File: src/design/kcact_pkg.sv
// ----------------------------------------------------------------------------
// kcact_pkg
// Shared types and constants for the keyed cardinality accumulate table.
// ----------------------------------------------------------------------------
`default_nettype none

package kcact_pkg;

  localparam int STEP_W = 16;
  localparam int KEY_W  = STEP_W + 2;
  localparam int CARD_W = 48;
  localparam int LEN_W  = 16;
  localparam int STAT_W = 2;

  localparam logic [CARD_W-1:0] CARD_MAX = {CARD_W{1'b1}};

  localparam logic OP_PRODUCE = 1'b0;
  localparam logic OP_CONSUME = 1'b1;

  localparam logic [STAT_W-1:0] STATUS_PRODUCED  = 2'd0;
  localparam logic [STAT_W-1:0] STATUS_CONSUMED  = 2'd1;
  localparam logic [STAT_W-1:0] STATUS_NOT_FOUND = 2'd2;
  localparam logic [STAT_W-1:0] STATUS_FULL      = 2'd3;

  typedef struct packed {
    logic [CARD_W-1:0] count;
    logic              len_valid;
    logic [LEN_W-1:0]  len;
  } entry_t;

  localparam int ENTRY_W = $bits(entry_t);

  typedef struct packed {
    logic capture;
    logic compare;
    logic encode;
    logic update;
  } ctl_cmd_t;

endpackage

`default_nettype wire

File: src/design/kcact_req_if.sv
// ----------------------------------------------------------------------------
// kcact_req_if
// Request channel: valid/ready handshake with the table operation payload.
// ----------------------------------------------------------------------------
`default_nettype none

interface kcact_req_if;
  logic                          valid;
  logic                          ready;
  logic                          opcode;
  logic [kcact_pkg::STEP_W-1:0]  step_number;
  logic                          forward_flag;
  logic                          left_flag;
  logic [kcact_pkg::CARD_W-1:0]  card_in;
  logic                          len_in_valid;
  logic [kcact_pkg::LEN_W-1:0]   len_in;

  modport source (
    output valid, opcode, step_number, forward_flag, left_flag, card_in,
           len_in_valid, len_in,
    input  ready
  );
  modport sink (
    input  valid, opcode, step_number, forward_flag, left_flag, card_in,
           len_in_valid, len_in,
    output ready
  );
endinterface

`default_nettype wire

File: src/design/kcact_rsp_if.sv
// ----------------------------------------------------------------------------
// kcact_rsp_if
// Response channel: valid/ready handshake with the operation result.
// ----------------------------------------------------------------------------
`default_nettype none

interface kcact_rsp_if;
  logic                          valid;
  logic                          ready;
  logic [kcact_pkg::STAT_W-1:0]  status;
  logic [kcact_pkg::CARD_W-1:0]  card_out;
  logic                          len_out_valid;
  logic [kcact_pkg::LEN_W-1:0]   len_out;

  modport source (
    output valid, status, card_out, len_out_valid, len_out,
    input  ready
  );
  modport sink (
    input  valid, status, card_out, len_out_valid, len_out,
    output ready
  );
endinterface

`default_nettype wire

File: src/design/keyed_card_accumulate_consume_table.sv
// A request is captured when accepted, then passes the key compare, the slot select
// with entry RAM read, and the update step that loads the output register; a result
// left waiting holds the update step. No request is taken before the update step ends.
// A new request is taken while the previous result still waits to be taken.
// Reset (synchronous) clears the entry valid bits and control at once; no
// clearing pass, entry RAM contents are don't-care until written.
// ----------------------------------------------------------------------------
// keyed_card_accumulate_consume_table
// Associative table keyed by step number and two direction bits; produce
// inserts or accumulates a saturating cardinality, consume reads and frees.
// ----------------------------------------------------------------------------
`default_nettype none

module keyed_card_accumulate_consume_table #(
  parameter int TABLE_ENTRIES = 16
) (
  input  wire logic    clk,
  input  wire logic    rst,
  kcact_req_if.sink    req,
  kcact_rsp_if.source  rsp
);

  kcact_pkg::ctl_cmd_t cmd;

  kcact_ctrl u_ctrl (
    .clk       (clk),
    .rst       (rst),
    .req_valid (req.valid),
    .req_ready (req.ready),
    .rsp_valid (rsp.valid),
    .rsp_ready (rsp.ready),
    .cmd       (cmd)
  );

  kcact_dp #(
    .ENTRIES (TABLE_ENTRIES)
  ) u_dp (
    .clk           (clk),
    .rst           (rst),
    .cmd           (cmd),
    .opcode        (req.opcode),
    .step_number   (req.step_number),
    .forward_flag  (req.forward_flag),
    .left_flag     (req.left_flag),
    .card_in       (req.card_in),
    .len_in_valid  (req.len_in_valid),
    .len_in        (req.len_in),
    .status        (rsp.status),
    .card_out      (rsp.card_out),
    .len_out_valid (rsp.len_out_valid),
    .len_out       (rsp.len_out)
  );

endmodule

`default_nettype wire

File: src/design/kcact_ram.sv
// ----------------------------------------------------------------------------
// kcact_ram
// Generic single write port, single read port RAM with registered read.
// ----------------------------------------------------------------------------
`default_nettype none

module kcact_ram #(
  parameter int WIDTH = 8,
  parameter int DEPTH = 16
) (
  input  wire logic                                   clk,
  input  wire logic                                   we,
  input  wire logic [((DEPTH > 1) ? $clog2(DEPTH) : 1)-1:0] waddr,
  input  wire logic [WIDTH-1:0]                       wdata,
  input  wire logic                                   re,
  input  wire logic [((DEPTH > 1) ? $clog2(DEPTH) : 1)-1:0] raddr,
  output logic      [WIDTH-1:0]                       rdata
);

  logic [WIDTH-1:0] mem [DEPTH];

  always_ff @(posedge clk) begin
    if (we) begin
      mem[waddr] <= wdata;
    end
    if (re) begin
      rdata <= mem[raddr];
    end
  end

endmodule

`default_nettype wire

File: src/design/kcact_ctrl.sv
// ----------------------------------------------------------------------------
// kcact_ctrl
// Sequencer: capture, key compare, slot select / entry read, update.
// ----------------------------------------------------------------------------
`default_nettype none

module kcact_ctrl (
  input  wire logic                 clk,
  input  wire logic                 rst,
  input  wire logic                 req_valid,
  output logic                      req_ready,
  output logic                      rsp_valid,
  input  wire logic                 rsp_ready,
  output kcact_pkg::ctl_cmd_t       cmd
);

  typedef enum logic [1:0] {
    S_IDLE,
    S_CMP,
    S_ENC,
    S_UPD
  } state_t;

  state_t state;
  logic   out_free;

  assign out_free  = !rsp_valid || rsp_ready;
  assign req_ready = (state == S_IDLE) && !rst;

  always_comb begin
    cmd.capture = (state == S_IDLE) && req_valid;
    cmd.compare = (state == S_CMP);
    cmd.encode  = (state == S_ENC);
    cmd.update  = (state == S_UPD) && out_free;
  end

  always_ff @(posedge clk) begin
    if (rst) begin
      state     <= S_IDLE;
      rsp_valid <= 1'b0;
    end else begin
      if ((state == S_UPD) && out_free) begin
        rsp_valid <= 1'b1;
      end else if (rsp_ready) begin
        rsp_valid <= 1'b0;
      end
      case (state)
        S_IDLE: begin
          if (req_valid) begin
            state <= S_CMP;
          end
        end
        S_CMP: begin
          state <= S_ENC;
        end
        S_ENC: begin
          state <= S_UPD;
        end
        S_UPD: begin
          if (out_free) begin
            state <= S_IDLE;
          end
        end
        default: begin
          state <= S_IDLE;
        end
      endcase
    end
  end

endmodule

`default_nettype wire

File: src/design/kcact_dp.sv
// ----------------------------------------------------------------------------
// kcact_dp
// Datapath: key CAM with valid bits, entry RAM, accumulate and result regs.
// ----------------------------------------------------------------------------
`default_nettype none

module kcact_dp #(
  parameter int ENTRIES = 16
) (
  input  wire logic                          clk,
  input  wire logic                          rst,
  input  kcact_pkg::ctl_cmd_t                cmd,
  input  wire logic                          opcode,
  input  wire logic [kcact_pkg::STEP_W-1:0]  step_number,
  input  wire logic                          forward_flag,
  input  wire logic                          left_flag,
  input  wire logic [kcact_pkg::CARD_W-1:0]  card_in,
  input  wire logic                          len_in_valid,
  input  wire logic [kcact_pkg::LEN_W-1:0]   len_in,
  output logic      [kcact_pkg::STAT_W-1:0]  status,
  output logic      [kcact_pkg::CARD_W-1:0]  card_out,
  output logic                               len_out_valid,
  output logic      [kcact_pkg::LEN_W-1:0]   len_out
);

  localparam int AW = (ENTRIES > 1) ? $clog2(ENTRIES) : 1;

  // captured request
  logic                          op;
  logic [kcact_pkg::KEY_W-1:0]   key;
  logic [kcact_pkg::CARD_W-1:0]  card;
  logic                          lv;
  logic [kcact_pkg::LEN_W-1:0]   len;

  // table
  logic [ENTRIES-1:0]            used;
  logic [kcact_pkg::KEY_W-1:0]   key_tab [ENTRIES];

  logic [ENTRIES-1:0]            hit_vec;
  logic [ENTRIES-1:0]            free_vec;
  logic [AW-1:0]                 hit_idx;
  logic [AW-1:0]                 free_idx;
  logic [AW-1:0]                 sel_idx;
  logic [AW-1:0]                 slot;
  logic                          hit;
  logic                          full;

  kcact_pkg::entry_t             rd_entry;
  kcact_pkg::entry_t             wr_entry;
  logic                          wr_en;
  logic                          set_used;
  logic                          clr_used;
  logic [kcact_pkg::CARD_W:0]    sum;
  logic [kcact_pkg::STAT_W-1:0]  status_next;
  logic [kcact_pkg::CARD_W-1:0]  card_out_next;
  logic                          len_out_valid_next;
  logic [kcact_pkg::LEN_W-1:0]   len_out_next;

  always_ff @(posedge clk) begin
    if (cmd.capture) begin
      op   <= opcode;
      key  <= {step_number, forward_flag, left_flag};
      card <= card_in;
      lv   <= len_in_valid;
      len  <= len_in_valid ? len_in : '0;
    end
  end

  // parallel compare, registered
  always_ff @(posedge clk) begin
    if (cmd.compare) begin
      for (int i = 0; i < ENTRIES; i++) begin
        hit_vec[i]  <= used[i] && (key_tab[i] == key);
        free_vec[i] <= !used[i];
      end
    end
  end

  // keys are unique, so the hit vector is one-hot or empty
  always_comb begin
    hit_idx  = '0;
    free_idx = '0;
    for (int i = 0; i < ENTRIES; i++) begin
      if (hit_vec[i]) begin
        hit_idx = hit_idx | AW'(i);
      end
    end
    for (int i = ENTRIES - 1; i >= 0; i--) begin
      if (free_vec[i]) begin
        free_idx = AW'(i);
      end
    end
    sel_idx = (|hit_vec) ? hit_idx : free_idx;
  end

  always_ff @(posedge clk) begin
    if (cmd.encode) begin
      slot <= sel_idx;
      hit  <= |hit_vec;
      full <= ~|free_vec;
    end
  end

  kcact_ram #(
    .WIDTH (kcact_pkg::ENTRY_W),
    .DEPTH (ENTRIES)
  ) u_ram (
    .clk   (clk),
    .we    (wr_en),
    .waddr (slot),
    .wdata (wr_entry),
    .re    (cmd.encode),
    .raddr (sel_idx),
    .rdata (rd_entry)
  );

  assign sum = {1'b0, rd_entry.count} + {1'b0, card};

  always_comb begin
    wr_en              = 1'b0;
    set_used           = 1'b0;
    clr_used           = 1'b0;
    wr_entry.count     = card;
    wr_entry.len_valid = lv;
    wr_entry.len       = len;
    status_next        = kcact_pkg::STATUS_PRODUCED;
    card_out_next      = '0;
    len_out_valid_next = 1'b0;
    len_out_next       = '0;
    if (op == kcact_pkg::OP_PRODUCE) begin
      if (hit) begin
        wr_en          = cmd.update;
        wr_entry.count = sum[kcact_pkg::CARD_W] ? kcact_pkg::CARD_MAX
                                                : sum[kcact_pkg::CARD_W-1:0];
        if (rd_entry.len_valid) begin
          wr_entry.len_valid = 1'b1;
          wr_entry.len       = rd_entry.len;
        end
      end else if (full) begin
        status_next = kcact_pkg::STATUS_FULL;
      end else begin
        wr_en    = cmd.update;
        set_used = cmd.update;
      end
    end else begin
      if (hit) begin
        clr_used           = cmd.update;
        status_next        = kcact_pkg::STATUS_CONSUMED;
        card_out_next      = rd_entry.count;
        len_out_valid_next = rd_entry.len_valid;
        len_out_next       = rd_entry.len_valid ? rd_entry.len : '0;
      end else begin
        status_next = kcact_pkg::STATUS_NOT_FOUND;
      end
    end
  end

  always_ff @(posedge clk) begin
    if (rst) begin
      used <= '0;
    end else if (set_used) begin
      used[slot] <= 1'b1;
    end else if (clr_used) begin
      used[slot] <= 1'b0;
    end
  end

  always_ff @(posedge clk) begin
    if (set_used) begin
      key_tab[slot] <= key;
    end
  end

  always_ff @(posedge clk) begin
    if (cmd.update) begin
      status        <= status_next;
      card_out      <= card_out_next;
      len_out_valid <= len_out_valid_next;
      len_out       <= len_out_next;
    end
  end

endmodule

`default_nettype wire

File: src/flat_wrapper.sv
// flat-port wrapper written by rule: the top's interface ports become plain ports
module keyed_card_accumulate_consume_table_flat 
#(
  parameter int TABLE_ENTRIES = 16
)
  (clk, rst, req_valid, req_opcode, req_step_number, req_forward_flag, req_left_flag, req_card_in, req_len_in_valid, req_len_in, req_ready, rsp_valid, rsp_status, rsp_card_out, rsp_len_out_valid, rsp_len_out, rsp_ready);
  kcact_req_if req_i ();
  kcact_rsp_if rsp_i ();
  input  wire logic clk;
  input  wire logic rst;
  input wire logic [$bits(req_i.valid)-1:0] req_valid;
  input wire logic [$bits(req_i.opcode)-1:0] req_opcode;
  input wire logic [$bits(req_i.step_number)-1:0] req_step_number;
  input wire logic [$bits(req_i.forward_flag)-1:0] req_forward_flag;
  input wire logic [$bits(req_i.left_flag)-1:0] req_left_flag;
  input wire logic [$bits(req_i.card_in)-1:0] req_card_in;
  input wire logic [$bits(req_i.len_in_valid)-1:0] req_len_in_valid;
  input wire logic [$bits(req_i.len_in)-1:0] req_len_in;
  output wire logic [$bits(req_i.ready)-1:0] req_ready;
  output wire logic [$bits(rsp_i.valid)-1:0] rsp_valid;
  output wire logic [$bits(rsp_i.status)-1:0] rsp_status;
  output wire logic [$bits(rsp_i.card_out)-1:0] rsp_card_out;
  output wire logic [$bits(rsp_i.len_out_valid)-1:0] rsp_len_out_valid;
  output wire logic [$bits(rsp_i.len_out)-1:0] rsp_len_out;
  input wire logic [$bits(rsp_i.ready)-1:0] rsp_ready;
  assign req_i.valid = req_valid;
  assign req_i.opcode = req_opcode;
  assign req_i.step_number = req_step_number;
  assign req_i.forward_flag = req_forward_flag;
  assign req_i.left_flag = req_left_flag;
  assign req_i.card_in = req_card_in;
  assign req_i.len_in_valid = req_len_in_valid;
  assign req_i.len_in = req_len_in;
  assign req_ready = req_i.ready;
  assign rsp_valid = rsp_i.valid;
  assign rsp_status = rsp_i.status;
  assign rsp_card_out = rsp_i.card_out;
  assign rsp_len_out_valid = rsp_i.len_out_valid;
  assign rsp_len_out = rsp_i.len_out;
  assign rsp_i.ready = rsp_ready;
  keyed_card_accumulate_consume_table #(.TABLE_ENTRIES(TABLE_ENTRIES)) u_core (.clk(clk), .rst(rst), .req(req_i), .rsp(rsp_i));
endmodule
File: config.mk
export PLATFORM = sky130hd
export DESIGN_NAME = keyed_card_accumulate_consume_table_flat
export DESIGN_NICKNAME = d
export VERILOG_FILES = /design/src/design/kcact_pkg.sv /design/src/design/kcact_req_if.sv /design/src/design/kcact_rsp_if.sv /design/src/design/keyed_card_accumulate_consume_table.sv /design/src/design/kcact_ram.sv /design/src/design/kcact_ctrl.sv /design/src/design/kcact_dp.sv /design/src/flat_wrapper.sv
export SDC_FILE = /design/constraint.sdc
export NUM_CORES = 2
export LEC_CHECK = 0
export ABC_AREA = 0
export ABC_CLOCK_PERIOD_IN_PS = 23000
export BUFFER_PORTS_ARGS = -buffer_cell sky130_fd_sc_hd__buf_2
export CAP_MARGIN = 10
export CORE_AREA = 3 3 330 397
export DETAILED_ROUTE_END_ITERATION = 10
export DIE_AREA = 0 0 333 400
export PLACE_DENSITY = 0.66
export SETUP_SLACK_MARGIN = 0.5
export SYNTH_ARGS = -nofsm -noshare
export SYNTH_HDL_FRONTEND = slang
export SYNTH_HIERARCHICAL = 1
export SYNTH_SLANG_ARGS = --single-unit
File: constraint.sdc
create_clock -name clk -period 23 [get_ports clk]
set_input_delay 1.15 -clock clk [delete_from_list [all_inputs] [get_ports clk]]
set_output_delay 1.15 -clock clk [all_outputs]
set_load 0.02 [all_outputs]
### Word level (Yosys, flattened, before mapping)

Memory sizes are Yosys's and may differ from the RTL's. A register that Yosys moved wholly into a read port is not among the register bits.
Cells that the tools add are included.

* multiplexer cells: 60
* bitwise gates (word level): 3
* add/sub/neg operators: 1
* reductions and logical operators: 48
* $lt $le $gt $ge: 2
* equal/unequal tests: 21

Operators by type and width (count)
* equality test 18 bit: 16
* 2-to-1 mux 65 bit: 2
* 2-to-1 mux 4 bit: 25
* adder 48 x 48 -> 49 bit: 1
* 2-to-1 mux 48 bit: 1
* 2-to-1 mux 16 bit: 2
* OR reduction 16 bit: 2
* logical AND 1 bit: 20
* logical NOT 1 bit: 19
* 2-to-1 mux 17 bit: 1
* AND 16 bit: 1
* 2-to-1 mux 2 bit: 8
* NOT 16 bit: 1
* bitwise OR 16 bit: 1
* 2-to-1 mux 1 bit: 15
* 2-to-1 mux 3 bit: 4
* case mux 2 bit (4 select lines): 1
* < comparator 4 x 5 -> 1 bit, second input constant: 1
* demux 1 bit (select 4 bit): 1
* equality test 2 bit, second input constant: 2
* >= comparator 4 x 1 -> 1 bit, second input constant: 1
* inequality test 2 bit, second input constant: 2
* AND reduction 2 bit: 2
* nonzero test 2 bit: 2
* 4 further kinds: 4

* bits of input ports: 88
* output and inout port bits: 69
* memory bits (writable): 1328
* memories kept: 2
* logic and storage cells: 154
* flip-flop bits (word level): 208

Memories
* u_core.u_dp.u_ram.mem: depth 16, bits a word 65, read ports 1, clocked after Yosys merged registers in 1, write ports 1, line kcact_ram.sv:20 `logic [WIDTH-1:0] mem [DEPTH];`
* u_core.u_dp.key_tab: depth 16, bits a word 18, read ports 16, clocked after Yosys merged registers in 0, write ports 1, line kcact_dp.sv:37 `logic [kcact_pkg::KEY_W-1:0] key_tab [ENTRIES];`

### Logic depth before layout (Yosys ltp)

* depth in word-level cells: 17
* mapped depth: 15
* mapped depth without buffers: 12

### Hierarchy

The synthesis kept the hierarchy.

By module, submodules not included
* kcact_ram: cells each 1673, sequential area each 33181.8 um^2, times used 1, area each 40890.5 um^2
* kcact_dp: cells each 1609, sequential area each 14644.0 um^2, times used 1, area each 22499.1 um^2
* kcact_ctrl: cells each 24, sequential area each 60.1 um^2, times used 1, area each 237.7 um^2

### Least setup slack after synthesis

No wires, ideal clock.

* kind: input port to flip-flop
* start: input rsp_ready
* end: memory u_core/u_dp/u_ram/mem[0][0] in the netlist's numbering, enable pin
* stages on the path: 5
* data required time: 22.432 ns
* arrival time: 7.386 ns
* setup slack: 15.046 ns
* library setup time: 0.568 ns
* cells stage by stage: nor2b_1 and2b_2 and3b_1 or3b_1 nor3_1

RTL lines
* start: declaration: line flat_wrapper.sv:25 `input wire logic [$bits(rsp_i.ready)-1:0] rsp_ready;`
* end: declaration: line kcact_ram.sv:20

==> summary.md <==
| Metric | Value |
|---|---|
| Power Density | `a little over 100 nW/µm²` |
| Max-Cap Viols | `0` |
| Post-synthesis compound-gate area fraction | `0.0421` |
| RSZ-0062 raised after global routing | `false` |
| Crit path DAT | `approximately 5.5 ns` |
| Port bufs | `156` |
| Max Clock Skew | `approximately 0.031 ns` |
| Proportion of layout cells with a drive suffix above 1 | `0.211` |
| Setup_tns | `0 ns` |
| Endpoints failing hold | `0` |
| PostCTS Resize Cnt | `0` |
| DP Area | `~66000 µm²` |
| Setup Fix Bufs, Post-CTS | `0` |
| Adder-cell share of the synthesized area | `0.0107` |
| Crit Reg-Reg Startpoint | `u_core/u_dp/card[0]` |
| Worst setup startpoint | `u_core/u_dp/card[0]` |
| Area grow syn2layout | `12.5%` |
| Number of library cell types mapped by synthesis | `65` |
| Antenna viol nets, final | `0` |
| Post-Syn Instances | `approximately 3.3k` |
| Syn Area/Cell | `around 19 µm²` |
| GRT overflow | `0` |
| DR pass1 iterations | `5` |
| Final core occ | `0.563` |
| CTS tree | `built` |
| Period Utilization, post-route | `0.221` |
| Post-route insts no fill | `5332` |
| Total CTS buffers | `~160` |
| Clk Latency, worst-skew pair | `a little under 0.8 ns` |
| Placer Congestion | `0.835` |
| Die H | `400 µm` |
| Storage element area | `between 40000 and 50000 µm²` |
| Largest net degree at the start of global routing | `163` |
| Initial core utilization | `0.501` |
| Total Routing Usage GR | `0.226` |
| Vias/cell | `between 6 and 7` |
| VDD IR max | `a little under 0.1 mV` |
| Worst-margin pin slew | `1.44 ns` |
| Post-synthesis sequential area ratio | `0.753` |
| Synth area leaders | `edfxtp_1, mux4_2, xor2_1, a22oi_1, ha_1` |
| Critical Path RT | `roughly 23 ns` |
| Cell Int Power | `about 5.5 mW` |
| Worst Hold Class | `reg -> reg` |
| CTS max path bufs | `3` |
| Synth Flop Type | `edfxtp_1` |
| Vias in the first global route | `roughly 32k` |
| Syn. warnings | `6` |
| Clk sinks | `approximately 1.6k` |
| Startpoint types | `flip-flop` |
| Num rows | `between 100 and 150` |
| Clk root buf | `clkbuf_16` |
| CORE AREA | `between 100000 and 150000 µm²` |
| Crit-path max FO | `33` |
| DRC errors left | `0` |
| Main combinational cell family by area after synthesis | `multiplexers` |
| Clk network pwr share | `0.343` |
| Starting DRT DRC Count | `roughly 3.5k` |
| DP HPWL | `approximately 80 mm` |
| Initial antenna violation count | `4` |
| Switching power | `~2 mW` |
| Worst rel slew slack | `0.0431` |
| Power share of the combinational group | `0.156` |
| Mux cell area share after synthesis | `0.0950` |
| Max Freq | `197 MHz` |
| Endpoints failing setup | `0` |
| WL per Instance | `28.2 µm` |
| Fill count | `between 9k and 10k` |
| Die area | `between 100000 and 150000 µm²` |
| # IOs | `157` |
| Tmin final | `just over 5 ns` |
| Leakage power | `about 24 nW` |
| Net count after synthesis | `~3.4k` |
| Design area | `approximately 72000 µm²` |
| Asr flop ratio synth | `0` |
| Worst Setup End Kind | `flip-flop` |
| Area of the mapped netlist | `between 60000 and 70000 µm²` |
| Cell taking the most area after synthesis | `edfxtp_1` |
| Clock Pin Slew Worst Setup and Hold Paths | `about 0.06 ns` |
| Sw Share | `0.265` |
| Synthesized flop and latch total | `between 1.5k and 2k` |
| CTS H-tree depth | `4` |
| Status | `finished, final reports clean` |
| Synth Area in Simple Gates | `0.0378` |
| CP Class | `reg -> reg` |
| First-pass GRT wire length | `around 220 mm` |
| Sequential power share | `0.500` |
| Die width | `roughly 330 µm` |
| Xor/xnor share of the synthesized area | `0.0460` |
| EDFF count, synth | `between 1.5k and 2k` |
| Hold_buf cts | `0` |
| Multi-input logic area | `between 10000 and 15000 µm²` |
| Final net count | `between 3k and 4k` |
| Final WL | `around 150 mm` |
| Via count | `between 30k and 40k` |
| Final Max Tran Viols | `0` |
| Yosys top cell area share | `0.747` |
| Placed insts | `a little over 5k` |
cell usage in the layout (no fill, tap or decap), types with 6 or more instances in the layout:
cell        count
inv_1          49
o22a_1         49
a21o_1         24
dfxtp_1        19
nor2b_1        15
nor2_4         14
mux2_2         16
a22oi_1       130
o21bai_1       14
clkinvlp_4      6
xnor2_1        27
nor4_1         90
nand2b_1       11
clkinv_1       31
nand3_1        18
a21oi_1        73
clkbuf_16     162
nand4_1        30
nand2_1       115
and2_1         41
buf_4          74
nor3_1          9
clkinv_2       29
clkbuf_1       30
edfxtp_1     1582
o21ai_1        13
bufinv_16      17
ha_1           52
buf_2         156
mux4_2        260
o21ai_0        32
nor2_1         26
and3_1         56
o211ai_1        6
xor2_1        307
final cells by class:
cell class                 instances  area share
inverter                          49     0.00257
clock inverter                    95      0.0132
antenna                            4    0.000140
sequential                      1601       0.669
tap                             1667      0.0291
clock buffer                     192      0.0582
multi-input combinational       1492       0.208
timing repair buffer             232      0.0192
flip-flops by register name (all words and copies together) (netlist names), 2 cells and up, named ones only:
name / cells
u_core/u_dp/free_vec: 16
u_core/u_dp/card: 48
u_core/u_dp/len_out: 16
u_core/u_dp/key: 18
u_core/u_dp/card_out: 48
u_core/u_dp/u_ram/rdata: 65
u_core/u_dp/hit_vec: 16
u_core/u_ctrl/state: 2
u_core/u_dp/slot: 4
u_core/u_dp/len: 16
u_core/u_dp/u_ram/mem: 1040
u_core/u_dp/status: 2
u_core/u_dp/key_tab: 288
worst paths after layout:
path | endpoint | slack, ns | cells past startpoint
max reg2reg | u_core/u_dp/u_ram/mem[2][58] | 17.92 | 13
min | flip-flop | 0.48 | 2
min reg2reg | flip-flop | 0.48 | 2
max | u_core/u_dp/u_ram/mem[2][58] | 17.92 | 13
metrics by stage:
step | hold slack (ns) | worst slack [ns] | power, mW
final | 0.476 | 17.92 | 7.43
after CTS | 0.477 | 17.92 | 7.47
after global placement | 0.461 | 17.91 | 4.91
after floorplan | 0.444 | 15.05 | 4.51
after global routing | 0.498 | 17.53 | 7.70
after detailed placement | 0.468 | 17.87 | 4.93
power groups by stage:
stage                     registers, mW  clock network (mW)  logic, mW
after CTS                          3.72                2.60       1.16
after detailed placement           3.78                   0       1.15
after floorplan                    3.77                   0      0.743
after global routing               3.73                2.72       1.26
after global placement             3.78                   0       1.13
final                              3.72                2.55       1.16
layer usage:
metal / part of all wire / vias to the layer above / GRT usage
li1: - / 13800 / -
met1: 0.41 / 16800 / 0.311
met2: 0.49 / 1303 / 0.372
met3: 0.076 / 250 / 0.0427
met4: 0.027 / 0 / 0.0701
met5: 0 / - / 0
worst max-delay path, stage by stage, from the launching register on:
cell and delay (ns):
edfxtp_1 0.42, ha_1 0.25, fa_1 0.47, a211oi_1 0.26
o21ai_1 0.15, o21ai_1 0.46, a2111oi_2 0.23, o31ai_4 0.35
o21ai_2 0.15, a21oi_2 0.27, o21ai_1 0.10, a2111o_2 0.70
buf_4 0.42, o22a_1 0.48
synth_stat cells, drive strengths merged, types with 3 or more instances:
cell type  count
a221oi         3
dfxtp         19
a21oi         75
buf           64
o21ai         47
o21a           4
mux4         260
a31oi          5
xor2         307
mux2          16
nor2b         17
nor3          13
o211ai         6
xnor2         27
edfxtp      1582
nand2b        11
o22a          49
clkbuf       100
and3          56
nor4          90
ha            53
nand3         19
and2          43
nor2          41
or2            3
nand2        115
o31ai          5
o21bai        14
nand4         30
a211oi         3
a21o          24
nand3b         3
a22oi        130
inv           49
cell families after synthesis:
| group | after synthesis |
|---|---|
| AOI/OAI and AO/OA | 379 |
| muxes | 277 |
| xor gates and xnor gates | 334 |
| buffers and inverters | 213 |
| adders and majority gates | 54 |
| DFF | 1601 |
| and+or+nand+nor | 448 |
(Power assumes the default switching activity.)
